[src/csmv_pkg.sv]
// Shared types, codes and saturation helpers for the scaled CSR matrix-vector core.
// No dependencies; used by csmv_front, csmv_back and csr_sparse_matvec_scaled_core.
package csmv_pkg;

  localparam int unsigned VEC_DEPTH_DEF = 1024;
  localparam int unsigned IDX_W = 10;
  localparam int unsigned VAL_W = 32;
  localparam int unsigned ROW_W = 16;
  localparam int unsigned ACC_W = 48;

  localparam logic [1:0] OP_WRITE   = 2'd0;
  localparam logic [1:0] OP_ENTRY   = 2'd1;
  localparam logic [1:0] OP_READ    = 2'd2;
  localparam logic [1:0] OP_RESTART = 2'd3;

  localparam logic [1:0] CFG_ALPHA = 2'd0;
  localparam logic [1:0] CFG_BETA  = 2'd1;
  localparam logic [1:0] CFG_TRANS = 2'd2;

  localparam logic signed [31:0] ALPHA_RESET = 32'sd65536;

  typedef enum logic [2:0] {
    K_WR_RAW,
    K_WR_SCALED,
    K_READ,
    K_RESTART,
    K_FWD_ENTRY,
    K_TRN_ENTRY
  } kind_e;

  typedef struct packed {
    kind_e             kind;
    logic [IDX_W-1:0]  vec_index;
    logic [VAL_W-1:0]  vec_value;
    logic [VAL_W-1:0]  matrix_value;
    logic [IDX_W-1:0]  column_index;
    logic              last_in_row;
    logic              entry_present;
    logic [VAL_W-1:0]  row_scalar;
  } cmd_t;

  typedef struct packed {
    logic [VAL_W-1:0] alpha;
    logic [VAL_W-1:0] beta;
    logic             transposed;
  } cfg_t;

  typedef struct packed {
    logic             clip;
    logic [VAL_W-1:0] val;
  } sat_t;

  function automatic sat_t sat32(input logic signed [63:0] v);
    sat_t r;
    if (v > 64'sd2147483647) begin
      r.val  = 32'h7fff_ffff;
      r.clip = 1'b1;
    end else if (v < -64'sd2147483648) begin
      r.val  = 32'h8000_0000;
      r.clip = 1'b1;
    end else begin
      r.val  = v[31:0];
      r.clip = 1'b0;
    end
    return r;
  endfunction

  function automatic logic [ACC_W-1:0] sat48(input logic signed [63:0] v);
    logic [ACC_W-1:0] r;
    if (v > 64'sd140737488355327) begin
      r = {1'b0, {(ACC_W-1){1'b1}}};
    end else if (v < -64'sd140737488355328) begin
      r = {1'b1, {(ACC_W-1){1'b0}}};
    end else begin
      r = v[ACC_W-1:0];
    end
    return r;
  endfunction

endpackage

[src/csmv_front.sv]
// Front end: takes input words, classifies them into commands and queues them.
// Depends on csmv_pkg (cmd_t, kind_e, opcodes).
module csmv_front (
  input  logic                       clk_i,
  input  logic                       rst_ni,
  input  logic                       in_valid_i,
  output logic                       in_ready_o,
  input  logic [1:0]                 opcode_i,
  input  logic [csmv_pkg::IDX_W-1:0] vec_index_i,
  input  logic [csmv_pkg::VAL_W-1:0] vec_value_i,
  input  logic [csmv_pkg::VAL_W-1:0] matrix_value_i,
  input  logic [csmv_pkg::IDX_W-1:0] column_index_i,
  input  logic                       last_in_row_i,
  input  logic                       entry_present_i,
  input  logic [csmv_pkg::VAL_W-1:0] row_scalar_i,
  input  logic                       transposed_i,
  output csmv_pkg::cmd_t             cmd_o,
  output logic                       cmd_valid_o,
  input  logic                       cmd_pop_i
);

  csmv_pkg::cmd_t fifo_q [2];
  csmv_pkg::cmd_t cmd_in;
  logic           wr_ptr_q, rd_ptr_q;
  logic [1:0]     count_q;
  logic           push;

  always_comb begin
    cmd_in.vec_index     = vec_index_i;
    cmd_in.vec_value     = vec_value_i;
    cmd_in.matrix_value  = matrix_value_i;
    cmd_in.column_index  = column_index_i;
    cmd_in.last_in_row   = last_in_row_i;
    cmd_in.entry_present = entry_present_i;
    cmd_in.row_scalar    = row_scalar_i;
    case (opcode_i)
      csmv_pkg::OP_WRITE: cmd_in.kind = transposed_i ? csmv_pkg::K_WR_SCALED
                                                     : csmv_pkg::K_WR_RAW;
      csmv_pkg::OP_ENTRY: cmd_in.kind = transposed_i ? csmv_pkg::K_TRN_ENTRY
                                                     : csmv_pkg::K_FWD_ENTRY;
      csmv_pkg::OP_READ:  cmd_in.kind = csmv_pkg::K_READ;
      default:            cmd_in.kind = csmv_pkg::K_RESTART;
    endcase
  end

  assign in_ready_o  = (count_q != 2'd2);
  assign push        = in_valid_i && in_ready_o;
  assign cmd_valid_o = (count_q != 2'd0);
  assign cmd_o       = fifo_q[rd_ptr_q];

  always_ff @(posedge clk_i) begin
    if (push) fifo_q[wr_ptr_q] <= cmd_in;
  end

  always_ff @(posedge clk_i or negedge rst_ni) begin
    if (!rst_ni) begin
      wr_ptr_q <= 1'b0;
      rd_ptr_q <= 1'b0;
      count_q  <= 2'd0;
    end else begin
      if (push) wr_ptr_q <= ~wr_ptr_q;
      if (cmd_pop_i) rd_ptr_q <= ~rd_ptr_q;
      case ({push, cmd_pop_i})
        2'b10:   count_q <= count_q + 2'd1;
        2'b01:   count_q <= count_q - 2'd1;
        default: count_q <= count_q;
      endcase
    end
  end

endmodule

[config.mk]
export PLATFORM = sky130hd
export DESIGN_NAME = csmv_front
export DESIGN_NICKNAME = d
export VERILOG_FILES = /design/src/csmv_pkg.sv /design/src/csmv_front.sv
export SDC_FILE = /design/constraint.sdc
export NUM_CORES = 1
export LEC_CHECK = 0
export BUFFER_PORTS_ARGS = -buffer_cell sky130_fd_sc_hd__buf_2
export CAP_MARGIN = 20
export CORE_AREA = 2 2 161 202
export DETAILED_ROUTE_END_ITERATION = 6
export DIE_AREA = 0 0 163 204
export PLACE_DENSITY = 0.53
export SETUP_SLACK_MARGIN = 0.5
export SLEW_MARGIN = 20
export SYNTH_ARGS = -nofsm -noshare
export SYNTH_HDL_FRONTEND = slang
export SYNTH_SLANG_ARGS = --single-unit
export TNS_END_PERCENT = 50
[constraint.sdc]
create_clock -name clk_i -period 5.8 [get_ports clk_i]
set_input_delay 0.29 -clock clk_i [delete_from_list [all_inputs] [get_ports clk_i]]
set_output_delay 0.29 -clock clk_i [all_outputs]
set_load 0.01 [all_outputs]
==> flow_summary.ini <==
[worst_setup_path]
critPathCaptureType = output port
path_cells = buf_12, mux2_2, buf_2
slowest_stage = dfrtp_4
critical_path_peak_fanout = 73
slowest_delay_ps = 990
cp.arrival_ps = 2640
path_depth = 3
critPathKind = flip-flop to output port
start_kind = flip-flop
cp_top_family = flip-flops
required_ps = 5510
rr_worst_depth = 3
crit_buf_inv = 2

[synth]
syn-mean-instance-area_um2 = 23.4
synth_top_family_by_area = multiplexers
synth_compound_area_share_pct = 0
synth_simple_gate_area_share_pct = 0.391
synth_nets = 522
synth-seq-cells = 246
synthXorXnorAreaFrac_pct = 0.472
yosys_warnings = 0
syn_area_mm2 = 0.00927
syn_inst = 396
yosysSeqAreaShare_pct = 79.4
yosysUniqueCellTypes = 17
synthAdderAreaFrac_pct = 0.135
synthMuxAreaShare_pct = 18.1

[clock_network]
clock_latency_ps = 530
clock_sinks = 246
htreeDepth = 1
cts_tree = yes
path_clk_slew_ps = 60
cts_buffers = 26
cts_root_buf = clkbuf_16
postCtsSetupBuffers = 0
cts_buffer_depth = 3

[route]
wl_per_cell_um = 15.6
drt-pass1-iter-count = 6
drc_errors = 0
drt-initial-drc-count = 170
num_vias = 5022
drt-total-wl_um = 19000
detail_route.vias_per_cell = 4.14
antenna_left = 0

[cells_and_area]
final_core_util_pct = 41.5
layout.cells.most_common = buf_2
nNetsFinal = 907
layout_common_cells = buf_2 (247), edfxtp_1 (242), dlygate4sd3_1 (121)
drive_gt1_share_pct = 52.3
syn2layout_area_growth_pct = 41.1

[sta]
fin_ws_ps = 2870
setup_viol = 0
period_share_pct = 50.5
rsz0062_at_grt = false
finalCriticalPeriod_ps = 2930
tightestPinTransition_ps = 1010
fin_setup_tns_ps = 0
max_freq_mhz = 342
worst_clock_skew_ps = 12.5
slew_violations = 0
slew_headroom_pct = 33.0
finalHoldViolCount = 0

[global_route]
antenna_found_initial = 3
grt_max_degree = 74
grt_overflow_total = 0
grt_pass1_wl_um = 28600
grt_use_total_pct = 10.9
grt_pass1_vias = 5695

[run_status]
status = finished clean

[floorplanning]
dieHeight_um = 204
die_area_mm2 = 0.0333
die_x_um = 163
io_pins = 248
rows = 73
coreArea_mm2 = 0.0315
initial_core_util_pct = 29.4

[power]
powerDensity_mw_per_mm2 = 474
p_leak_nw = 5.10
max-vdd-ir-drop_mv = 0.576

[job]
maxCapViolations = 0

[placement]
portBuffers = 247
gp_congestion = 0.724
dp_hpwl_um = 12100
dp_slack_ps = 3160

[worst_hold_path]
hold_class = input pin to asynchronous set/reset pin
## final timing paths
kind | start | to | slack [ps]
max in group asynchronous | rst_ni | rd_ptr_q$_DFFE_PN0P_ | 5560
max | rd_ptr_q$_DFFE_PN0P_ | cmd_o[22] | 2870
min reg2reg | count_q[1]$_DFFE_PN0P_ | count_q[1]$_DFFE_PN0P_ | 500
min | rst_ni | rd_ptr_q$_DFFE_PN0P_ | 100
max reg2reg | count_q[0]$_DFFE_PN0P_ | fifo_q[1][39]$_DFFE_PP_ | 3210
min in group clk_i | transposed_i | fifo_q[1][118]$_DFFE_PP_ | 100
## worst reg2reg max path, stage by stage (launching register included)
cell      delay, ps
dfrtp_1         400
nand2b_1        170
and3_4          850
buf_4           750
## repair_timing
item | CTS | global route
resized for setup | 0 | 0
hold buffers | 121 | 0
hold endpoints to repair | 243 | 0
## state kept, by name, indices dropped and copies added, names as in the netlist
name and flops:
count_q 2, fifo_q 242, rd_ptr_q 1, wr_ptr_q 1
## routing by layer
metal	up-vias	routed length [um]	track usage, %
met5	-	24	0
met3	37	1440	3.29
met1	2454	7180	11.5
met2	186	9820	20.3
met4	4	483	4.17
li1	2341	-	-
## stage by stage
stage	cells	instance area [um^2]	hold slack [ps]	power, W
floorplan	396	9280	-5.59	0.00387
global placement	1044	10900	95.2	0.00441
detailed placement	1044	10900	101	0.00446
CTS	1213	13100	53.1	0.00632
global route	1214	13100	95.0	0.00651
finish	1214	13100	99.7	0.00620
## where the power goes
| group | switching [W] | leakage (nW) | internal [W] | total [W] |
|---|---|---|---|---|
| clock network | 0.000662 | 0.446 | 0.00110 | 0.00176 |
| logic | 0.000882 | 2.36 | 0.000935 | 0.00182 |
| registers | 0.000186 | 2.29 | 0.00244 | 0.00262 |
| total | 0.00173 | 5.10 | 0.00447 | 0.00620 |
## synth_stat cells
| master | n | area [um^2] |
|---|---|---|
| and3_1 | 1 | 6.26 |
| buf_2 | 4 | 20.0 |
| buf_6 | 9 | 101 |
| buf_8 | 1 | 15.0 |
| clkbuf_1 | 1 | 3.75 |
| dfrtp_1 | 4 | 100 |
| edfxtp_1 | 242 | 7270 |
| ha_1 | 1 | 12.5 |
| mux2_2 | 42 | 473 |
| mux2_4 | 80 | 1200 |
| nand2_1 | 1 | 3.75 |
| nand2b_1 | 1 | 6.26 |
| nor2_1 | 2 | 7.51 |
| nor2b_1 | 1 | 6.26 |
| or2_2 | 1 | 6.26 |
| xnor2_1 | 3 | 26.3 |
| xor2_1 | 2 | 17.5 |
## logic make-up after synthesis
logic type / count (synthesis)
muxes: 122
DFF: 246
xor gates and xnor gates: 5
adders and majority gates: 1
and+or+nand+nor: 7
buffers and inverters: 15
## final cells by class
| type | instances | area (um^2) |
|---|---|---|
| flip-flops and latches | 246 | 7370 |
| clock inverters | 14 | 205 |
| clock buffers | 34 | 722 |
| repair buffers | 372 | 2490 |
| fillers | 2794 | 18400 |
| diodes | 1 | 2.50 |
| multi-input cells | 135 | 1780 |
| well taps | 412 | 515 |
Power figures use the tool's default switching activity.
